<file path="config.mk">
export PLATFORM = sky130hd
export DESIGN_NAME = serial_bank_switch_mapper_top
export DESIGN_NICKNAME = d
export VERILOG_FILES = /design/src/rtl/core/sbsm_pkg.sv /design/src/rtl/core/sbsm_regs.sv /design/src/rtl/core/sbsm_xlate.sv /design/src/rtl/core/serial_bank_switch_mapper_top.sv
export VERILOG_INCLUDE_DIRS = /design/src /design/src/rtl/core
export SDC_FILE = /design/constraint.sdc
export NUM_CORES = 1
export LEC_CHECK = 0
export ABC_AREA = 1
export BUFFER_PORTS_ARGS = -buffer_cell sky130_fd_sc_hd__buf_2
export CORE_UTILIZATION = 60
export DETAILED_ROUTE_END_ITERATION = 8
export PLACE_DENSITY = 0.9
export SYNTH_ARGS = -nofsm -noshare
export SYNTH_HDL_FRONTEND = slang
export SYNTH_HIERARCHICAL = 1
export SYNTH_SLANG_ARGS = --single-unit
</file>
<file path="constraint.sdc">
create_clock -name clk -period 4.85 [get_ports clk]
set_clock_uncertainty 0.1 [all_clocks]
set_input_delay 0.485 -clock clk [delete_from_list [all_inputs] [get_ports clk]]
set_output_delay 0.485 -clock clk [all_outputs]
set_load 0.005 [all_outputs]
</file>
<file path="src/rtl/core/serial_bank_switch_mapper_top_macros.svh">
// Assertion macros shared by the mapper modules.
// Every macro samples on the rising edge of clk and is disabled while arst_n is low.
`ifndef SERIAL_BANK_SWITCH_MAPPER_TOP_MACROS_SVH
`define SERIAL_BANK_SWITCH_MAPPER_TOP_MACROS_SVH

// The condition holds at every clock edge.
`define SBSM_ASSERT_ALWAYS(lbl, cond, msg) \
	lbl: assert property (@(posedge clk) disable iff (!arst_n) (cond)) else $error(msg);

// When the premise holds, the consequence holds at the next clock edge.
`define SBSM_ASSERT_NEXT(lbl, pre, post, msg) \
	lbl: assert property (@(posedge clk) disable iff (!arst_n) (pre) |=> (post)) \
		else $error(msg);

`endif

</file>
<file path="src/rtl/core/sbsm_pkg.sv">
`timescale 1ns / 1ps

package sbsm_pkg;

	localparam logic [1:0] OP_CPU_READ  = 2'd0;
	localparam logic [1:0] OP_CPU_WRITE = 2'd1;
	localparam logic [1:0] OP_PPU_READ  = 2'd2;
	localparam logic [1:0] OP_PPU_WRITE = 2'd3;

	localparam logic [2:0] TGT_NONE    = 3'd0;
	localparam logic [2:0] TGT_PRG_ROM = 3'd1;
	localparam logic [2:0] TGT_PRG_RAM = 3'd2;
	localparam logic [2:0] TGT_CHR     = 3'd3;
	localparam logic [2:0] TGT_NAME    = 3'd4;
	localparam logic [2:0] TGT_PALETTE = 3'd5;

	localparam logic [1:0] SEL_CONTROL  = 2'd0;
	localparam logic [1:0] SEL_CHR_LOW  = 2'd1;
	localparam logic [1:0] SEL_CHR_HIGH = 2'd2;
	localparam logic [1:0] SEL_PRG      = 2'd3;

	localparam logic [1:0] PRG_MODE_FIX_LOW  = 2'd2;
	localparam logic [1:0] PRG_MODE_FIX_HIGH = 2'd3;

	localparam logic [1:0] MIRROR_ONE_LOW    = 2'd0;
	localparam logic [1:0] MIRROR_ONE_HIGH   = 2'd1;
	localparam logic [1:0] MIRROR_VERTICAL   = 2'd2;
	localparam logic [1:0] MIRROR_HORIZONTAL = 2'd3;

	localparam logic CFG_PRG_COUNT = 1'b0;
	localparam logic CFG_CHR_COUNT = 1'b1;

	localparam logic [4:0] MAX_PRG_BANKS   = 5'd16;
	localparam logic [4:0] MAX_CHR_BANKS   = 5'd16;
	localparam logic [4:0] PRG_COUNT_RESET = 5'd2;
	localparam logic [4:0] CHR_COUNT_RESET = 5'd1;

	localparam logic [2:0] SHIFT_LAST = 3'd4;

	localparam int IN_BITS  = 32;
	localparam int OUT_BITS = 24;

	typedef struct packed {
		logic       chr_mode_4k;
		logic [1:0] prg_mode;
		logic [1:0] mirror_mode;
		logic [4:0] chr_select_low;
		logic [4:0] chr_select_high;
		logic [3:0] prg_select;
		logic [3:0] prg_mask;
		logic       ram_enable;
	} bank_state_t;

endpackage

</file>
<file path="src/rtl/core/sbsm_regs.sv">
`timescale 1ns / 1ps
`include "serial_bank_switch_mapper_top_macros.svh"

module sbsm_regs (
	input  logic                 clk,
	input  logic                 arst_n,
	input  logic                 cfg_we,
	input  logic                 cfg_index,
	input  logic [4:0]           cfg_data,
	input  logic                 wr_en,
	input  logic [1:0]           wr_sel,
	input  logic [7:0]           wr_data,
	output sbsm_pkg::bank_state_t state
);

	logic [4:0] prg_count_q;
	logic [4:0] chr_count_q;
	logic [4:0] shift_value_q;
	logic [2:0] shift_count_q;
	logic       chr_mode_4k_q;
	logic [1:0] prg_mode_q;
	logic [1:0] mirror_mode_q;
	logic [4:0] chr_select_low_q;
	logic [4:0] chr_select_high_q;
	logic [3:0] prg_select_q;
	logic       ram_enable_q;

	logic [4:0] prg_n;
	logic [4:0] chr_n;
	logic [3:0] prg_mask;
	logic [4:0] chr_mask;
	logic [2:0] count_used;
	logic [4:0] shift_next;

	always_comb begin
		if (prg_count_q == 5'd0) begin
			prg_n = 5'd1;
		end else if (prg_count_q > sbsm_pkg::MAX_PRG_BANKS) begin
			prg_n = sbsm_pkg::MAX_PRG_BANKS;
		end else begin
			prg_n = prg_count_q;
		end
		if (chr_count_q == 5'd0) begin
			chr_n = 5'd1;
		end else if (chr_count_q > sbsm_pkg::MAX_CHR_BANKS) begin
			chr_n = sbsm_pkg::MAX_CHR_BANKS;
		end else begin
			chr_n = chr_count_q;
		end
	end

	assign prg_mask   = 4'(prg_n - 5'd1);
	assign chr_mask   = 5'({chr_n, 1'b0} - 6'd1);
	assign count_used = (shift_count_q > sbsm_pkg::SHIFT_LAST) ? sbsm_pkg::SHIFT_LAST
		: shift_count_q;
	assign shift_next = shift_value_q | (5'(wr_data[0]) << count_used);

	always_ff @(posedge clk or negedge arst_n) begin
		if (!arst_n) begin
			prg_count_q <= sbsm_pkg::PRG_COUNT_RESET;
			chr_count_q <= sbsm_pkg::CHR_COUNT_RESET;
		end else if (cfg_we) begin
			if (cfg_index == sbsm_pkg::CFG_PRG_COUNT) begin
				prg_count_q <= cfg_data;
			end else begin
				chr_count_q <= cfg_data;
			end
		end
	end

	always_ff @(posedge clk or negedge arst_n) begin
		if (!arst_n) begin
			shift_value_q     <= '0;
			shift_count_q     <= '0;
			chr_mode_4k_q     <= 1'b0;
			prg_mode_q        <= sbsm_pkg::PRG_MODE_FIX_HIGH;
			mirror_mode_q     <= '0;
			chr_select_low_q  <= '0;
			chr_select_high_q <= '0;
			prg_select_q      <= '0;
			ram_enable_q      <= 1'b0;
		end else if (wr_en) begin
			if (wr_data[7]) begin
				shift_value_q <= '0;
				shift_count_q <= '0;
				prg_mode_q    <= sbsm_pkg::PRG_MODE_FIX_HIGH;
			end else if (count_used == sbsm_pkg::SHIFT_LAST) begin
				shift_value_q <= '0;
				shift_count_q <= '0;
				case (wr_sel)
					sbsm_pkg::SEL_CONTROL: begin
						chr_mode_4k_q <= shift_next[4];
						prg_mode_q    <= shift_next[3:2];
						mirror_mode_q <= shift_next[1:0];
					end
					sbsm_pkg::SEL_CHR_LOW: begin
						chr_select_low_q <= shift_next & chr_mask;
					end
					sbsm_pkg::SEL_CHR_HIGH: begin
						chr_select_high_q <= shift_next & chr_mask;
					end
					default: begin
						ram_enable_q <= shift_next[4];
						prg_select_q <= shift_next[3:0] & prg_mask;
					end
				endcase
			end else begin
				shift_value_q <= shift_next;
				shift_count_q <= count_used + 3'd1;
			end
		end
	end

	always_comb begin
		state.chr_mode_4k     = chr_mode_4k_q;
		state.prg_mode        = prg_mode_q;
		state.mirror_mode     = mirror_mode_q;
		state.chr_select_low  = chr_select_low_q;
		state.chr_select_high = chr_select_high_q;
		state.prg_select      = prg_select_q;
		state.prg_mask        = prg_mask;
		state.ram_enable      = ram_enable_q;
	end

	`SBSM_ASSERT_ALWAYS(a_count_range, shift_count_q <= sbsm_pkg::SHIFT_LAST,
		"serial bit count has passed the fifth bit")
	`SBSM_ASSERT_NEXT(a_reset_write, wr_en && wr_data[7],
		shift_count_q == 3'd0 && prg_mode_q == sbsm_pkg::PRG_MODE_FIX_HIGH,
		"reset write did not clear the loader and force the fixed high bank mode")
	`SBSM_ASSERT_NEXT(a_fifth_commit,
		wr_en && !wr_data[7] && shift_count_q == sbsm_pkg::SHIFT_LAST,
		shift_count_q == 3'd0 && shift_value_q == 5'd0,
		"fifth serial bit did not restart the loader")

endmodule

</file>
<file path="src/rtl/core/sbsm_xlate.sv">
`timescale 1ns / 1ps

module sbsm_xlate (
	input  logic [1:0]            op,
	input  logic [15:0]           address,
	input  sbsm_pkg::bank_state_t state,
	output logic [2:0]            target,
	output logic [17:0]           phys_address
);

	logic [3:0]  prg_lo;
	logic [3:0]  prg_hi;
	logic [3:0]  prg_bank;
	logic [4:0]  chr_unit;
	logic [10:0] name_off;
	logic [4:0]  pal;
	logic [13:0] ppu_addr;

	assign ppu_addr = address[13:0];

	always_comb begin
		case (state.prg_mode)
			sbsm_pkg::PRG_MODE_FIX_HIGH: begin
				prg_lo = state.prg_select;
				prg_hi = state.prg_mask;
			end
			sbsm_pkg::PRG_MODE_FIX_LOW: begin
				prg_lo = 4'd0;
				prg_hi = state.prg_select;
			end
			default: begin
				prg_lo = state.prg_select & 4'hE & state.prg_mask;
				prg_hi = (prg_lo | 4'd1) & state.prg_mask;
			end
		endcase
		prg_bank = address[14] ? prg_hi : prg_lo;

		if (state.chr_mode_4k) begin
			chr_unit = ppu_addr[12] ? state.chr_select_high : state.chr_select_low;
		end else begin
			chr_unit = {state.chr_select_low[4:1], ppu_addr[12]};
		end

		case (state.mirror_mode)
			sbsm_pkg::MIRROR_ONE_LOW:  name_off = {1'b0, ppu_addr[9:0]};
			sbsm_pkg::MIRROR_ONE_HIGH: name_off = {1'b1, ppu_addr[9:0]};
			sbsm_pkg::MIRROR_VERTICAL: name_off = {ppu_addr[10], ppu_addr[9:0]};
			default:                   name_off = {ppu_addr[11], ppu_addr[9:0]};
		endcase

		pal = ppu_addr[4:0];
		if (pal[1:0] == 2'd0) begin
			pal[4] = 1'b0;
		end
	end

	always_comb begin
		target       = sbsm_pkg::TGT_NONE;
		phys_address = '0;
		if (op == sbsm_pkg::OP_CPU_READ || op == sbsm_pkg::OP_CPU_WRITE) begin
			if (address[15]) begin
				if (op == sbsm_pkg::OP_CPU_READ) begin
					target       = sbsm_pkg::TGT_PRG_ROM;
					phys_address = {prg_bank, address[13:0]};
				end
			end else if (address[14:13] == 2'b11) begin
				target       = sbsm_pkg::TGT_PRG_RAM;
				phys_address = {5'd0, address[12:0]};
			end
		end else if (!ppu_addr[13]) begin
			target       = sbsm_pkg::TGT_CHR;
			phys_address = {1'b0, chr_unit, ppu_addr[11:0]};
		end else if (ppu_addr[13:8] == 6'h3F) begin
			target       = sbsm_pkg::TGT_PALETTE;
			phys_address = {13'd0, pal};
		end else begin
			target       = sbsm_pkg::TGT_NAME;
			phys_address = {7'd0, name_off};
		end
	end

endmodule

</file>
<file path="src/rtl/core/serial_bank_switch_mapper_top.sv">
`timescale 1ns / 1ps
`include "serial_bank_switch_mapper_top_macros.svh"

// Cartridge bank controller. Each transfer on the s_ channel is one bus access
// (op, address, write data); each transfer on the m_ channel is its translation
// into a target memory and a byte offset within that memory, one per access, in order.
// CPU writes at 0x8000 and above feed the five bit serial loader instead of a memory.
// The bank counts are set through cfg_we, cfg_index and cfg_data; write them only
// while no access is in flight.
// Each access is held in the input register, where the translation and any loader update
// are done, and its result is then registered in the result register, which offers it.
// Throughput is one access per cycle while the receiver keeps m_tready high; the loader
// state is updated as an access leaves the input register, so the next access sees it.
// When the receiver holds m_tready low, the result register holds its transfer, the
// input register fills, and s_tready falls; nothing is dropped.
// Reset empties both registers and clears the loader, and returns the bank counts to two
// program banks and one pattern bank, with the fixed high program bank mode.
module serial_bank_switch_mapper_top (
	input  logic        clk,
	input  logic        arst_n,
	input  logic        s_tvalid,
	output logic        s_tready,
	input  logic [31:0] s_tdata,   // op[1:0], address[17:2], write_data[25:18], zero
	output logic        m_tvalid,
	input  logic        m_tready,
	output logic [23:0] m_tdata,   // target[2:0], phys_address[20:3], zero
	input  logic        cfg_we,
	input  logic        cfg_index,
	input  logic [4:0]  cfg_data
);

	logic        s1_valid_q;
	logic [1:0]  op_s1;
	logic [15:0] address_s1;
	logic [7:0]  write_data_s1;
	logic        out_valid_q;
	logic [2:0]  target_s2;
	logic [17:0] phys_s2;

	logic        s_fire;
	logic        s1_advance;
	logic        loader_wr;
	logic [2:0]  target;
	logic [17:0] phys_address;

	sbsm_pkg::bank_state_t state;

	assign s1_advance = s1_valid_q && (!out_valid_q || m_tready);
	assign s_tready   = !s1_valid_q || s1_advance;
	assign s_fire     = s_tvalid && s_tready;
	assign loader_wr  = s1_advance && op_s1 == sbsm_pkg::OP_CPU_WRITE && address_s1[15];

	always_ff @(posedge clk or negedge arst_n) begin
		if (!arst_n) begin
			s1_valid_q <= 1'b0;
		end else if (s_fire) begin
			s1_valid_q <= 1'b1;
		end else if (s1_advance) begin
			s1_valid_q <= 1'b0;
		end
	end

	always_ff @(posedge clk) begin
		if (s_fire) begin
			op_s1         <= s_tdata[1:0];
			address_s1    <= s_tdata[17:2];
			write_data_s1 <= s_tdata[25:18];
		end
	end

	sbsm_regs u_regs (
		.clk       (clk),
		.arst_n    (arst_n),
		.cfg_we    (cfg_we),
		.cfg_index (cfg_index),
		.cfg_data  (cfg_data),
		.wr_en     (loader_wr),
		.wr_sel    (address_s1[14:13]),
		.wr_data   (write_data_s1),
		.state     (state)
	);

	sbsm_xlate u_xlate (
		.op           (op_s1),
		.address      (address_s1),
		.state        (state),
		.target       (target),
		.phys_address (phys_address)
	);

	always_ff @(posedge clk or negedge arst_n) begin
		if (!arst_n) begin
			out_valid_q <= 1'b0;
		end else if (s1_advance) begin
			out_valid_q <= 1'b1;
		end else if (m_tready) begin
			out_valid_q <= 1'b0;
		end
	end

	always_ff @(posedge clk) begin
		if (s1_advance) begin
			target_s2 <= target;
			phys_s2   <= phys_address;
		end
	end

	assign m_tvalid = out_valid_q;
	assign m_tdata  = {3'd0, phys_s2, target_s2};

	`SBSM_ASSERT_NEXT(a_loader_write_result, loader_wr,
		m_tvalid && m_tdata[2:0] == sbsm_pkg::TGT_NONE && m_tdata[20:3] == 18'd0,
		"register write did not give an empty result")
	`SBSM_ASSERT_ALWAYS(a_full_blocks_input, !(s1_valid_q && out_valid_q && !m_tready) || !s_tready,
		"input taken while both registers are full and the output is stalled")
	`SBSM_ASSERT_NEXT(a_result_held, m_tvalid && !m_tready,
		m_tvalid && $stable(m_tdata),
		"stalled result changed before its transfer")

endmodule

</file>
* Yosys cells after proc, flatten, opt, wreduce, memory -nomap -nowiden *
Cells that the tools add are included.

operators by class
  add/sub/neg operators = 3
  order comparisons = 3
  equality and inequality tests = 10
  shift operators = 1
  multiplexer cells = 35
  bitwise gates (word level) = 8
  reduce and logical (&&, ||, !) cells = 27

operator list
  kind                 count
  $mux 18              4
  $pmux 11 s3          1
  $mux 4               5
  $mux 5               4
  $mux 3               6
  $pmux 4 s2           2
  $reduce_and 4->1     4
  $mux 13              1
  $and 4x4->4          3
  $mux 11              1
  $eq 2x2->1 const B   5
  $gt 5x5->1 const B   2
  $logic_not 5->1      2
  $logic_not 2->1      4
  $mux 2               4
  $reduce_bool 2->1    4
  $mux 1               7
  $eq 2x1->1 const B   3
  $eq 6x6->1 const B   1
  $and 5x5->5          1
  $or 5x5->5           1
  $shl 1x3->5          1
  $sub 5x1->5 const B  1
  $logic_and 1x1->1    4
  other kinds (10)     16

storage, ports and cells
  register bits after elaboration = 86
  input bits = 43
  word-level logic and storage cells = 104

* Depth between registers and ports, before layout *
  depth after elaboration = 11
  gate-level depth with buffers = 12

* Cells and area by module *
The synthesis kept the hierarchy.

modules (own cells, without submodules)
  module                         instances  cells each  area an instance (sq um)  seq. area each (sq um)
  sbsm_regs                      1          211         1,786.7                   955.9
  serial_bank_switch_mapper_top  1          66          1,551.5                   1,461.4
  sbsm_xlate                     1          107         470.5                     0.0

* Least setup slack after synthesis *
Ideal clock, no wire load.

  path kind = input to register
  start point = input port m_tready
  end point = register u_regs.prg_select_q[3]
  setup time = 0.065 ns
  data arrival time = 1.570 ns
  required time = 4.685 ns
  setup slack = 3.115 ns
  stages on the path = 12
  buffers on the path = 0
  cell sequence = inv_1 -> nand2_2 -> nand2_2 -> nor2_2 -> inv_2 -> nor2_8 -> nand2_4 -> nor3_4 -> inv_2 -> nor2_1 -> nand2_1 -> nand2_1

on the way
  cells in the longest elaborated chain, start to end = 5

ends and longest elaborated chain
  what                               line                                 RTL
  start, declared                    serial_bank_switch_mapper_top.sv:25  input logic m_tready,
  $logic_or 1x1->1                   serial_bank_switch_mapper_top.sv:48  assign s1_advance = s1_valid_q && (!out_valid_q || m_tready);
  $logic_and 1x1->1                  serial_bank_switch_mapper_top.sv:48
  $logic_and 1x1->1 (2 in series)    serial_bank_switch_mapper_top.sv:51  assign loader_wr = s1_advance && op_s1 == sbsm_pkg::OP_CPU_WRITE && address_s1[15];
  net loader_wr                      serial_bank_switch_mapper_top.sv:42  logic loader_wr;
  $reduce_and 4->1 (no source line)  -
  end signal, assigned               sbsm_regs.sv:104                     prg_select_q <= shift_next[3:0] & prg_mask;
  end, declared                      sbsm_regs.sv:25                      logic [3:0] prg_select_q;

The timed path passes the listed nets, and every way through them passes these cells.
A chain may end at the register's enable or synchronous reset.

* Final worst setup path *
  start point = register op_s1[1]
  end point = register u_regs.prg_select_q[3]

on the way
  cells in the longest elaborated chain, start to end = 4

ends and longest elaborated chain
  what                               line                                 RTL
  start, declared                    serial_bank_switch_mapper_top.sv:33  logic [1:0] op_s1;
  start signal, assigned             serial_bank_switch_mapper_top.sv:65  op_s1 <= s_tdata[1:0];
  $eq 2x1->1                         serial_bank_switch_mapper_top.sv:51
  $logic_and 1x1->1 (2 in series)    serial_bank_switch_mapper_top.sv:51
  net loader_wr                      serial_bank_switch_mapper_top.sv:42
  $reduce_and 4->1 (no source line)  -

The timed path passes the listed nets, and every way through them passes these cells.

==> impl_summary.log <==
[metrics] status: finished clean
[metrics] DR DRC count: 0
[metrics] HPWL after DPL: 5.199 mm
[metrics] most utilized layer in the global route result: met2
[metrics] routed length per instance: 14.34 um
[metrics] RSZ-0062 raised after global routing: no
[metrics] Remaining Overflow, GRT: 0
[metrics] path type of the worst setup path: reg2reg
[metrics] class of the worst hold path: in2async
[metrics] max_cap viols: 0
[metrics] height of the chip: 79.30 um
[metrics] first-iteration detailed-routing DRC count: 204
[metrics] pin count of the biggest net entering global routing: 40
[metrics] Clock H-tree levels: 3
[metrics] sum of routed wire length over all layers: 7.328 mm
[metrics] routed vias: 2,787
[metrics] total power divided by cell area: 380.0 nW/um^2
[metrics] met1 routing resource usage after global routing: 0.3073
[metrics] worst-case headroom to the max-slew limit: 0.4217
[metrics] worst slew pin tran: 0.8675 ns
[metrics] setup fix buffers added after clock tree synthesis: 0
[metrics] vias in the first global route: 2,685
[metrics] number of nets in the final layout: 480
[metrics] leakage power figure: 1.993 nW
[metrics] maximum net fanout on the critical path: 7
[metrics] number of iterations in the first detailed-routing pass: 5
[metrics] Worst Setup End Kind: flip-flop
[metrics] area post-placement: 3913 um^2
[metrics] most frequent standard cell in the layout excluding fill and tap cells: nand2_1
[metrics] RePlAce Congestion: 0.8677
[metrics] CTS-repair resized insts: 0
[metrics] most used cells in the layout excluding fill and tap cells: nand2_1 (96), buf_2 (53), inv_1 (49)
[metrics] hold slack final: 0.1500 ns
[metrics] Initial Util: 0.6354
[metrics] number of buffers created by CTS: 9
[metrics] worst voltage drop across the vdd grid: 0.2743 mV
[metrics] detailed-route vias per instance: 5.454
[metrics] residual antenna-violating net count after detailed routing: 0
[metrics] Post-Layout Cell Count: 511
[metrics] clock latency at the later pin of the worst-skew pair: 0.35 ns
[metrics] initial antenna violation count: 0
[metrics] x dimension of the die: 79.30 um
[metrics] synthesized instance count: 373
[metrics] design area: 4094 um^2
[metrics] buffers from clock root to sink, at most: 2
[metrics] fraction of layout cells with a size suffix above 1: 0.2141
[metrics] first-pass GRT wire length: 12.22 mm
[metrics] CP Data Arrival Time: 2.23 ns
[metrics] post-route fraction of the period consumed by the critical path: 0.4209
[metrics] Final TNS setup: 0 ns
[metrics] Avg Synthesized Cell Area: 9.610 um^2
[metrics] Final WS setup: 2.808 ns
[metrics] met3 routing resource usage after global routing: 0.05747
[metrics] DP Cell Count: 495
[metrics] Post-Syn Area: 3585 um^2
[metrics] area added between synthesis and finish: 14.21%
[metrics] Setup crit start kind: flip-flop
[metrics] total clock sinks: 80
[metrics] min Tclk post-route: 2.042 ns
[metrics] clock tree root buffer cell: clkbuf_8
[metrics] number of warning messages in the yosys log: 6
[metrics] I/O pin count: 69
[metrics] total number of placement rows: 27
[metrics] number of fill cells: 386
[metrics] final hold vios: 0
[metrics] IO Port Bufs: 53
[metrics] count of hold buffers inserted by post-cts repair: 0
[metrics] antenna diode instance count: 0
[metrics] clock slew seen by the registers of the worst setup and hold paths: 0.08 ns
[metrics] standard cell core area: 5642 um^2
[metrics] f_max: 489.8 MHz
[metrics] pins over their slew limit: 0
[metrics] CTS tree: done
[metrics] GR Util met2: 0.4431
[metrics] CP Data Required Time: 5.04 ns
[metrics] pre-CTS worst setup slack: 2.766 ns
[metrics] die footprint: 6288 um^2
[metrics] count of final setup violators: 0
[metrics] aggregate global-route resource usage: 0.2637
==> per-layer routing <==
layer  part of all wire  vias to the layer above  routed length (um)
li1                   -                     1324                   -
met1               0.39                     1298                2881
met2               0.51                      138                3770
met3              0.063                       27                 458
met4              0.030                        0                 217
met5                  0                        -                   0
==> stage by stage <==
step                  util  power, mW
finish              0.7257      1.556
global route        0.7257      1.631
CTS                 0.7257      1.560
detailed placement  0.6935      1.104
global placement    0.6935      1.082
floorplan                -      1.016
==> worst max-delay path, stage by stage (launching register included) <==
cell and delay [ns]:
edfxtp_1 0.50, inv_1 0.11, nand3_1 0.10, nor2_2 0.28
inv_2 0.13, nor2_8 0.16, nand2_4 0.07, nor3_4 0.20
inv_2 0.09, nor2_1 0.13, nand2_1 0.07, nand2_1 0.05
==> final cells by class <==
class / instances / area [um^2] / area share
sequential: 80 / 2212 / 0.5403
multi-input combinational: 231 / 1124 / 0.2745
timing repair buffer: 53 / 265.3 / 0.06479
inverter: 59 / 221.5 / 0.05410
clock buffer: 12 / 135.1 / 0.03301
tap: 72 / 90.09 / 0.02200
clock inverter: 4 / 46.29 / 0.01131
==> registers in the layout, indices dropped and copies added (netlist names), 2 cells and up <==
register	cells
address_s1	16
u_regs/shift_count_q	3
op_s1	2
u_regs/prg_count_q	5
u_regs/shift_value_q	5
u_regs/prg_mode_q	2
target_s2	3
u_regs/chr_select_low_q	5
u_regs/chr_count_q	5
phys_s2	18
write_data_s1	2
u_regs/prg_select_q	4
u_regs/mirror_mode_q	2
u_regs/chr_select_high_q	5
==> power by group <==
group / internal, mW / switching [mW]
combinational: 0.0864 / 0.164
sequential: 0.795 / 0.0497
clock: 0.236 / 0.225
total: 1.12 / 0.438
==> final timing paths <==
path                                   startpoint                     endpoint  slack [ns]  cells after the start
max reg2reg                              op_s1[1]       u_regs/prg_select_q[3]        2.81                     11
max                                      op_s1[1]       u_regs/prg_select_q[3]        2.81                     11
max in group asynchronous                  arst_n        u_regs/prg_count_q[2]        3.96                      1
min in group clk                       s_tdata[6]                address_s1[4]        0.21                      1
min reg2reg                u_regs/prg_select_q[1]       u_regs/prg_select_q[1]        0.39                      2
min                                        arst_n  u_regs/chr_select_high_q[2]        0.15                      1
Power figures use the tool's default switching activity.
